`src/rtl/core/kccs_pkg.sv`:
```
// Shared types, register indexes, the pin table and the pin mask function.
package kccs_pkg;

    localparam int unsigned KeyW    = 7;
    localparam int unsigned CfgIdxW = 3;

    typedef logic [KeyW-1:0] key_code_t;

    // Configuration register indexes.
    localparam logic [CfgIdxW-1:0] REG_HELP_KEY    = 3'd0;
    localparam logic [CfgIdxW-1:0] REG_FIRST_FKEY  = 3'd1;
    localparam logic [CfgIdxW-1:0] REG_LAST_FKEY   = 3'd2;
    localparam logic [CfgIdxW-1:0] REG_LEFT_SHIFT  = 3'd3;
    localparam logic [CfgIdxW-1:0] REG_RIGHT_SHIFT = 3'd4;

    // Reset values of the key code registers.
    localparam key_code_t HELP_KEY_RST    = 7'd95;
    localparam key_code_t FIRST_FKEY_RST  = 7'd80;
    localparam key_code_t LAST_FKEY_RST   = 7'd89;
    localparam key_code_t LEFT_SHIFT_RST  = 7'd96;
    localparam key_code_t RIGHT_SHIFT_RST = 7'd97;

    // Number of function keys F1 to F10.
    localparam key_code_t FKEY_COUNT = 7'd10;

    typedef enum logic [1:0] {
        MODE_KEY   = 2'd0,
        MODE_SHORT = 2'd1,
        MODE_LONG  = 2'd2
    } mode_e;

    typedef struct packed {
        key_code_t help_key;
        key_code_t first_fkey;
        key_code_t last_fkey;
        key_code_t left_shift;
        key_code_t right_shift;
    } key_map_t;

    typedef struct packed {
        mode_e     mode;
        key_code_t key_code;
        logic      key_released;
    } item_t;

    typedef struct packed {
        logic [3:0] memory;
        logic [1:0] rom;
        logic [1:0] extra;
    } sel_t;

    typedef struct packed {
        sel_t       pending;
        logic [7:0] pin_pull_mask;
        logic       store_write;
        logic       applied;
    } result_t;

    function automatic logic [7:0] pin_table(input logic [3:0] idx);
        logic [7:0] val;
        case (idx)
            4'd0:    val = 8'h4F;
            4'd1:    val = 8'h1B;
            4'd2:    val = 8'h27;
            4'd3:    val = 8'h32;
            4'd4:    val = 8'h00;
            4'd5:    val = 8'h0D;
            4'd6:    val = 8'h09;
            4'd7:    val = 8'h05;
            4'd8:    val = 8'h01;
            default: val = 8'h00;
        endcase
        return val;
    endfunction

    // Each choice owns its own slice of the pin byte.
    function automatic logic [7:0] pin_mask(input sel_t cur);
        logic [7:0] m;
        m = (8'hC0 & pin_table({2'b00, cur.extra}))
          + (8'h30 & pin_table({2'b00, cur.rom}))
          + (8'h0F & pin_table(cur.memory));
        return m;
    endfunction

endpackage

```
`src/rtl/core/kccs_cfg_regs.sv`:
```
// Key code configuration registers.
module kccs_cfg_regs (
    input  logic                              aclk,
    input  logic                              aresetn,
    input  logic                              cfg_we,
    input  logic [kccs_pkg::CfgIdxW-1:0]      cfg_index,
    input  kccs_pkg::key_code_t               cfg_wdata,
    output kccs_pkg::key_map_t                key_map
);

    kccs_pkg::key_map_t map_reg;

    always_ff @(posedge aclk) begin
        if (!aresetn) begin
            map_reg.help_key    <= kccs_pkg::HELP_KEY_RST;
            map_reg.first_fkey  <= kccs_pkg::FIRST_FKEY_RST;
            map_reg.last_fkey   <= kccs_pkg::LAST_FKEY_RST;
            map_reg.left_shift  <= kccs_pkg::LEFT_SHIFT_RST;
            map_reg.right_shift <= kccs_pkg::RIGHT_SHIFT_RST;
        end else if (cfg_we) begin
            case (cfg_index)
                kccs_pkg::REG_HELP_KEY:    map_reg.help_key    <= cfg_wdata;
                kccs_pkg::REG_FIRST_FKEY:  map_reg.first_fkey  <= cfg_wdata;
                kccs_pkg::REG_LAST_FKEY:   map_reg.last_fkey   <= cfg_wdata;
                kccs_pkg::REG_LEFT_SHIFT:  map_reg.left_shift  <= cfg_wdata;
                kccs_pkg::REG_RIGHT_SHIFT: map_reg.right_shift <= cfg_wdata;
                default: ;
            endcase
        end
    end

    assign key_map = map_reg;

endmodule

```
`src/rtl/core/kccs_sel_core.sv`:
```
// Selection state: shift, function key and help tracking, pending and current choices.
module kccs_sel_core (
    input  logic                aclk,
    input  logic                aresetn,
    input  logic                advance,
    input  kccs_pkg::item_t     item,
    input  kccs_pkg::key_map_t  key_map,
    output kccs_pkg::result_t   res
);

    kccs_pkg::sel_t pend_reg, pend_next;
    kccs_pkg::sel_t cur_reg, cur_next;
    logic [1:0]     help_reg, help_next;
    logic [4:0]     fkey_reg, fkey_next;
    logic           shift_reg, shift_next;

    logic                store;
    logic                applied;
    logic                is_shift;
    logic                is_fkey;
    kccs_pkg::key_code_t fkey_off;
    logic [4:0]          fkey_num;
    logic [4:0]          k_mem;
    logic [4:0]          k_rom;
    logic [4:0]          k_extra;
    kccs_pkg::sel_t      commit_sel;

    always_comb begin
        pend_next  = pend_reg;
        cur_next   = cur_reg;
        help_next  = help_reg;
        fkey_next  = fkey_reg;
        shift_next = shift_reg;
        store      = 1'b0;
        applied    = 1'b0;

        is_shift = (item.key_code == key_map.left_shift) ||
                   (item.key_code == key_map.right_shift);
        fkey_off = item.key_code - key_map.first_fkey;
        is_fkey  = (item.key_code >= key_map.first_fkey) &&
                   (item.key_code <= key_map.last_fkey) &&
                   (fkey_off < kccs_pkg::FKEY_COUNT);
        fkey_num = {1'b0, fkey_off[3:0]} + 5'd1 + (shift_reg ? 5'd10 : 5'd0);

        // Commit of the remembered function key into the pending choices.
        k_mem   = fkey_reg - 5'd1;
        k_rom   = fkey_reg - 5'd11;
        k_extra = fkey_reg - 5'd16;
        commit_sel = pend_reg;
        if (fkey_reg >= 5'd1 && fkey_reg <= 5'd10) begin
            commit_sel.memory = k_mem[3:0];
        end else if (fkey_reg >= 5'd11 && fkey_reg <= 5'd14) begin
            commit_sel.rom = k_rom[1:0];
        end else if (fkey_reg >= 5'd16 && fkey_reg <= 5'd19) begin
            commit_sel.extra = k_extra[1:0];
        end
        if (commit_sel.rom == 2'd2 &&
            (commit_sel.memory == 4'd0 || commit_sel.memory == 4'd6)) begin
            commit_sel.rom = 2'd0;
        end

        case (item.mode)
            kccs_pkg::MODE_KEY: begin
                if (!item.key_released) begin
                    if (item.key_code == key_map.help_key) begin
                        if (help_reg != 2'd3) begin
                            help_next = help_reg + 2'd1;
                            if (help_reg == 2'd2) begin
                                pend_next = commit_sel;
                                store     = 1'b1;
                            end
                        end
                    end else begin
                        help_next = 2'd0;
                        fkey_next = 5'd0;
                    end
                    if (is_fkey) begin
                        fkey_next = fkey_num;
                    end
                    if (is_shift) begin
                        shift_next = 1'b1;
                    end
                end else if (is_shift) begin
                    shift_next = 1'b0;
                end
            end
            kccs_pkg::MODE_SHORT: begin
                cur_next = pend_reg;
                applied  = 1'b1;
            end
            kccs_pkg::MODE_LONG: begin
                pend_next = '0;
                store     = 1'b1;
            end
            default: ;
        endcase
    end

    always_ff @(posedge aclk) begin
        if (!aresetn) begin
            pend_reg  <= '0;
            cur_reg   <= '0;
            help_reg  <= 2'd0;
            fkey_reg  <= 5'd0;
            shift_reg <= 1'b0;
        end else if (advance) begin
            pend_reg  <= pend_next;
            cur_reg   <= cur_next;
            help_reg  <= help_next;
            fkey_reg  <= fkey_next;
            shift_reg <= shift_next;
        end
    end

    always_comb begin
        res.pending       = pend_next;
        res.pin_pull_mask = kccs_pkg::pin_mask(cur_next);
        res.store_write   = store;
        res.applied       = applied;
    end

endmodule

```
`src/rtl/core/keyboard_chord_config_selector.sv`:
```
// Top level of the keyboard chord configuration selector.
//
//  Channel   Direction  Handshake          Payload
//  s_        in         s_tvalid/s_tready  tdata: key_code, key_released; tuser: mode
//  m_        out        m_tvalid/m_tready  tdata: pending choices, pin mask;
//                                          tuser: store_write, applied
//  cfg_      in         cfg_we             cfg_index selects the key code register
//
// An accepted event lands in the input register. Once the result register is free
// or drains, the selection logic updates its state and loads the result register,
// which raises m_tvalid. With m_tready high one event flows per cycle.
// While the result register waits on m_tready, the held event stays put and
// s_tready drops, so no transaction is lost. The synchronous active-low reset
// clears the valid flags and the selection state and restores the default key codes.
module keyboard_chord_config_selector (
    input  logic                         aclk,
    input  logic                         aresetn,

    input  logic                         s_tvalid,
    output logic                         s_tready,
    input  logic [7:0]                   s_tdata,   // [6:0] key_code, [7] key_released
    input  logic [1:0]                   s_tuser,   // [1:0] mode

    output logic                         m_tvalid,
    input  logic                         m_tready,
    output logic [15:0]                  m_tdata,   // [3:0] pending_memory,
                                                    // [5:4] pending_rom,
                                                    // [7:6] pending_extra,
                                                    // [15:8] pin_pull_mask
    output logic [1:0]                   m_tuser,   // [0] store_write, [1] applied

    input  logic                         cfg_we,
    input  logic [kccs_pkg::CfgIdxW-1:0] cfg_index,
    input  kccs_pkg::key_code_t          cfg_wdata
);

    logic               in_valid_reg;
    kccs_pkg::item_t    item_reg;
    logic               out_valid_reg;
    kccs_pkg::result_t  res_reg;

    kccs_pkg::key_map_t key_map;
    kccs_pkg::result_t  res;
    kccs_pkg::item_t    s_item;
    logic               advance;
    logic               s_accept;

    // The held event moves on whenever the result register is free or drains now.
    assign advance  = in_valid_reg && (!out_valid_reg || m_tready);
    assign s_tready = !in_valid_reg || advance;
    assign s_accept = s_tvalid && s_tready;

    always_comb begin
        s_item.mode         = kccs_pkg::mode_e'(s_tuser);
        s_item.key_code     = s_tdata[6:0];
        s_item.key_released = s_tdata[7];
    end

    kccs_cfg_regs u_cfg_regs (
        .aclk      (aclk),
        .aresetn   (aresetn),
        .cfg_we    (cfg_we),
        .cfg_index (cfg_index),
        .cfg_wdata (cfg_wdata),
        .key_map   (key_map)
    );

    kccs_sel_core u_sel_core (
        .aclk    (aclk),
        .aresetn (aresetn),
        .advance (advance),
        .item    (item_reg),
        .key_map (key_map),
        .res     (res)
    );

    // Input register.
    always_ff @(posedge aclk) begin
        if (!aresetn) begin
            in_valid_reg <= 1'b0;
        end else if (s_tready) begin
            in_valid_reg <= s_tvalid;
        end
    end

    always_ff @(posedge aclk) begin
        if (s_accept) begin
            item_reg <= s_item;
        end
    end

    // Result register.
    always_ff @(posedge aclk) begin
        if (!aresetn) begin
            out_valid_reg <= 1'b0;
        end else if (advance) begin
            out_valid_reg <= 1'b1;
        end else if (m_tready) begin
            out_valid_reg <= 1'b0;
        end
    end

    always_ff @(posedge aclk) begin
        if (advance) begin
            res_reg <= res;
        end
    end

    assign m_tvalid = out_valid_reg;
    assign m_tdata  = {res_reg.pin_pull_mask, res_reg.pending.extra,
                       res_reg.pending.rom, res_reg.pending.memory};
    assign m_tuser  = {res_reg.applied, res_reg.store_write};

endmodule
```
`config.mk`:
```
export PLATFORM = sky130hd
export DESIGN_NAME = keyboard_chord_config_selector
export DESIGN_NICKNAME = d
export VERILOG_FILES = /design/src/rtl/core/kccs_pkg.sv /design/src/rtl/core/kccs_cfg_regs.sv /design/src/rtl/core/kccs_sel_core.sv /design/src/rtl/core/keyboard_chord_config_selector.sv
export SDC_FILE = /design/constraint.sdc
export NUM_CORES = 1
export LEC_CHECK = 0
export BUFFER_PORTS_ARGS = -buffer_cell sky130_fd_sc_hd__buf_2
export CAP_MARGIN = 30
export CORE_MARGIN = 4
export CORE_UTILIZATION = 33
export CTS_CLUSTER_DIAMETER = 60
export DETAILED_ROUTE_END_ITERATION = 7
export PLACE_DENSITY = 0.6
export SLEW_MARGIN = 30
export SYNTH_ARGS = -nofsm -noshare
export SYNTH_HDL_FRONTEND = slang
export SYNTH_SLANG_ARGS = --single-unit
```
`constraint.sdc`:
```
create_clock -name aclk -period 3.4 [get_ports aclk]
set_input_delay 0.68 -clock aclk [delete_from_list [all_inputs] [get_ports aclk]]
set_output_delay 0.68 -clock aclk [all_outputs]
set_load 0.03 [all_outputs]
```
After elaboration in Yosys (flattened, before gate mapping). Memories as Yosys holds them, arrays and structs flattened. Index checks and enable logic that the tools add are counted. Widths: inputs -> output; s select.

Add/sub/neg operators: 9. Equality and inequality tests: 21. Multiplexer cells: 30. Magnitude comparators: 9. Bitwise operators: 1. Reduce and logical (&&, ||, !) cells: 28.

Operators by type and width (number): $mux 8 (5); $pmux 8 s4 (1); $pmux 6 s4 (1); $eq 7x7->1 (3); $pmux 8 s2 (1); $eq 2x2->1 const B (7); $mux 2 (6); $mux 4 (3); $le 5x4->1 const B (2); $mux 1 (10); $mux 5 (2); $reduce_and 2->1 (5); $add 8x4->8 (1); $add 8x6->8 (1); $logic_and 1x1->1 (8); $reduce_and 4->1 (2); $ge 7x7->1 (1); $le 7x7->1 (1); $lt 7x4->1 const B (1); $sub 7x7->7 (1); $eq 2x1->1 const B (3); $eq 3x2->1 const B (2); $logic_not 2->1 (3); $add 4x1->5 const B (1); 22 further kinds (27).

Input port bits: 25. Logic and storage cells: 124. Memories: 1. ROM bits: 112. Register bits after elaboration: 89.

Memories: (name not given) (depth 16, width 7, read ports 1, clocked after Yosys merged registers in 0, write ports 0, RTL line kccs_pkg.sv:61) `case (idx)`.

Logic depth before layout (Yosys ltp).
Depth after elaboration: 13. Gate-level depth with buffers: 10.

Hierarchy. A second synthesis with hierarchy kept.

Cell total of the unflattened synthesis: 514. Area, all modules: 4996.0 um^2.

Modules (own cells, without submodules): kccs_sel_core (area each 2641.3 um^2, seq. area each 480.5 um^2, cells an instance 342, times used 1); kccs_cfg_regs (area each 1410.1 um^2, seq. area each 700.7 um^2, cells an instance 135, times used 1); keyboard_chord_config_selector (area each 944.7 um^2, seq. area each 880.8 um^2, cells an instance 37, times used 1).

Least setup slack after synthesis. No wires, ideal clock.

Kind: flip-flop to flip-flop. Start point: register item_reg[1] (netlist name). End point: register u_sel_core.fkey_reg[3]. Stages on the path, launching flop included: 11. Clock period less this slack: 2.784 ns. Arrival: 2.690 ns. Setup slack: 0.616 ns. Path buffers: 1. Cell sequence: edfxtp_1 > inv_1 > ha_1 > fa_1 > o2bb2ai_1 > a222oi_1 > a311oi_1 > o221ai_1 > or4_1 > clkbuf_2 > o311ai_2.

Word-level cells in the longest chain between the ends: 5. Elaborated cells on any way between the ends: 12.

Ends and longest elaborated chain: start: declaration (RTL line keyboard_chord_config_selector.sv:38) `kccs_pkg::item_t item_reg;`; start signal: assignment (RTL line keyboard_chord_config_selector.sv:88) `item_reg <= s_item;`; parallel branches: the longest is 5 deep, another holds $sub 7x7->7; end signal: assignment (RTL line kccs_sel_core.sv:110) `fkey_reg <= fkey_next;`; end: declaration (RTL line kccs_sel_core.sv:14) `logic [4:0] fkey_reg, fkey_next;`.

Several ways; the timed one is not identified. A chain may end at the register's enable or synchronous reset.

Final worst setup path. Same ends and word-level chain as after synthesis.

==> impl_metrics.py <==
metrics = {
    "outcome": {
        "status": "finished clean",
    },
    "synth": {
        "synthTopCellsByArea": "dfxtp_1, edfxtp_1, nand2_1, ha_1, xnor2_1",
        "ys_seq_area_share_pct": 44.4,
        "ys_warn_count": 0,
        "synthArstFlopShare_pct": 0,
        "synth_top_area_share_pct": 26.7,
        "synth_nets": 559,
        "netlist_area_um2": 4580,
        "synth_cell_type_count": 63,
        "ys.flop_type": "dfxtp_1",
        "synth_cells": 508,
        "yosys.area.top_type": "dfxtp_1",
        "avgSynthCellArea_um2": 9.01,
        "ys_seq_elements": 88,
        "synth_edf_count": 27,
    },
    "die": {
        "boundaryPins": 45,
        "die_x_um": 126,
        "fp.dieH_um": 126,
        "dieArea_um2": 15800,
        "core_um2": 13400,
        "initial_core_util_pct": 34.2,
        "row_count": 42,
    },
    "grt": {
        "grt_usage_pct": 13.7,
        "grt_max_degree": 40,
        "grt_antenna_before_repair": 0,
        "grt_pass1_vias": 3579,
        "grt_overflow": 0,
        "grt_pass1_wl_um": 17500,
    },
    "detailed_routing": {
        "ant_nets": 0,
        "dr.pass1.iters": 5,
        "num_vias": 3663,
        "totalWireLength_um": 10600,
        "first_iter_violations": 186,
        "route.detailed.vias_per_inst": 5.04,
        "post_drt_wl_per_cell_um": 14.6,
        "drc": 0,
    },
    "power_and_ir_drop": {
        "total_power_mw": 2.38,
        "vdd_drop_max_uv": 278,
        "p_leak_nw": 2.18,
        "p_per_area_nw_per_um2": 454,
    },
    "cells_and_area": {
        "mostFrequentLayoutCell": "nand2_1",
        "seqCellArea_um2": 2030,
        "multi_input_area_um2": 2350,
        "fill_cells": 1344,
        "largest_reg_flops": 35,
        "drive_gt1_share_pct": 13.4,
        "areaGrowthSynthToFinish_pct": 14.5,
        "nets": 597,
        "n_antenna_cell": 0,
        "final_cell_mix": "nand2_1, dfxtp_1, buf_2, nor2_1, inv_1",
    },
    "clocking": {
        "cts_setup_buffers": 0,
        "cts_made_buffers": 9,
        "clkSinkCount": 88,
        "clk_latency_ns": 0.34,
        "hold_buffers": 0,
        "cts_resized": 0,
        "clk_pin_slew_ns": 0.06,
        "h-tree-depth": 3,
        "cts_tree": "done",
        "clock_path_buffers": 2,
        "cts_root_buf": "clkbuf_16",
    },
    "sta": {
        "finalMaxSlewViolations": 0,
        "min_period_ns": 3.10,
        "slew_headroom_pct": 50.6,
        "fmax_mhz": 323,
        "setup_viol": 0,
        "finalClockSkew_ns": 0.00761,
        "min_period_over_period_pct": 91.1,
        "rsz0062_at_grt": "no",
        "worst_slew_pin_slew_ns": 0.740,
        "finalHoldViolations": 0,
        "setup_tns_ns": 0,
        "layout_setup_ws_ns": 0.302,
    },
    "place": {
        "numPortBuffers": 43,
        "pre_cts_ws_ns": 0.327,
        "gp_congestion": 0.856,
        "dpl.hpwl_um": 7850,
    },
    "critical_path": {
        "r2r-start": "item_reg[1]$_DFFE_PP_",
        "critPathLaunch": "item_reg[1]$_DFFE_PP_",
        "cp.required_ns": 3.64,
        "crit_arrival_ns": 3.34,
        "startpoint_type": "flip-flop",
        "crit_path_max_fanout": 4,
        "crit_type": "reg -> reg",
        "cp-end-kind": "flip-flop",
    },
    "flow_run": {
        "max_cap_viol_count": 0,
    },
    "worst_hold_path": {
        "min-delay-start": "u_cfg_regs.key_map[23]$_SDFFE_PN0P_",
        "hp-class": "reg -> reg",
    },
}
## Yosys cell counts, types with 2 or more instances
| library cell | instances |
|---|---|
| o21ai_0 | 15 |
| nand2_1 | 97 |
| ha_1 | 24 |
| fa_1 | 2 |
| or4_1 | 2 |
| o21a_1 | 2 |
| clkbuf_1 | 16 |
| or3_1 | 3 |
| nor3_1 | 5 |
| nor2b_1 | 7 |
| a31oi_1 | 6 |
| and3b_1 | 2 |
| nor4_1 | 4 |
| nor2_1 | 32 |
| a21o_1 | 3 |
| edfxtp_1 | 27 |
| nand2b_1 | 2 |
| o211ai_1 | 10 |
| nand4_1 | 4 |
| xor2_1 | 12 |
| nand3_1 | 22 |
| and3_1 | 5 |
| a31o_2 | 2 |
| o32ai_1 | 2 |
| inv_1 | 31 |
| or2_2 | 3 |
| a22o_1 | 2 |
| o311ai_0 | 2 |
| dfxtp_1 | 61 |
| o21ba_2 | 2 |
| a21oi_1 | 28 |
| mux2i_1 | 17 |
| and2_1 | 3 |
| a211oi_1 | 4 |
| and3_2 | 2 |
| xnor2_1 | 20 |
## worst max-delay path: stages, from the launching register on
cell and delay [ns]:
edfxtp_1 0.43, inv_1 0.09, ha_1 0.24, fa_1 0.59, o2bb2ai_1 0.14, a222oi_1 0.09
a311oi_1 0.24, o221ai_1 0.22, or4_1 0.65, o311ai_2 0.30
## layout make-up
class | instances | share of cell area [%]
well taps | 176 | 4.20
clock inverters | 3 | 0.812
multi-input cells | 370 | 44.9
repair buffers | 46 | 4.54
flip-flops and latches | 88 | 38.8
clock buffers | 13 | 4.58
inverters | 31 | 2.22
## metrics by stage
stage / cell area [um2] / util (%) / hold slack, ns / instances
6_report: 5240 / 39.1 / 0.455 / 727
5_1_grt: 5240 / 39.1 / 0.477 / 727
4_1_cts: 5240 / 39.1 / 0.458 / 727
3_5_place_dp: 4960 / 37.0 / 0.450 / 711
3_3_place_gp: 4960 / 37.0 / 0.439 / 711
2_1_floorplan: 4580 / - / 0.432 / 508
## kinds of logic (layout without fill, tap and decap cells)
kind of cell / after synthesis / count (layout) / synth area share [%]
adders and majority gates: 26 / 26 / 7.44
DFF: 88 / 88 / 44.4
AOI/OAI and AO/OA: 93 / 93 / 13.7
xor gates and xnor gates: 32 / 32 / 6.12
and+or+nand+nor: 200 / 200 / 20.1
other: 1 / 1 / 0.0819
buffers and inverters: 50 / 93 / 4.21
muxes: 18 / 18 / 3.96
## routing by layer
| metal | share of wire, % | GRT usage (%) |
|---|---|---|
| met3 | 5.6 | 4.02 |
| met5 | 0 | 0 |
| met2 | 48 | 23.3 |
| met4 | 1.9 | 4.04 |
| met1 | 45 | 16.8 |
## path summary, 6_finish.rpt
path | to | slack, ns | cells after the start
worst max register to register | u_sel_core.fkey_reg[3]$_SDFFE_PN0P_ | 0.30 | 9
worst min-delay path | u_cfg_regs.key_map[23]$_SDFFE_PN0P_ | 0.46 | 2
worst max-delay path | u_sel_core.fkey_reg[3]$_SDFFE_PN0P_ | 0.30 | 9
worst min register to register | u_cfg_regs.key_map[23]$_SDFFE_PN0P_ | 0.46 | 2
## power breakdown
part           switching [mW]  leakage (nW)  internal [mW]  total [mW]
Sequential             0.0313         0.752           1.12        1.15
Combinational           0.171          1.30          0.104       0.274
Clock                   0.383         0.134          0.569       0.952
Total                   0.585          2.18           1.80        2.38
Note: power is estimated with default switching activity, not from simulation.
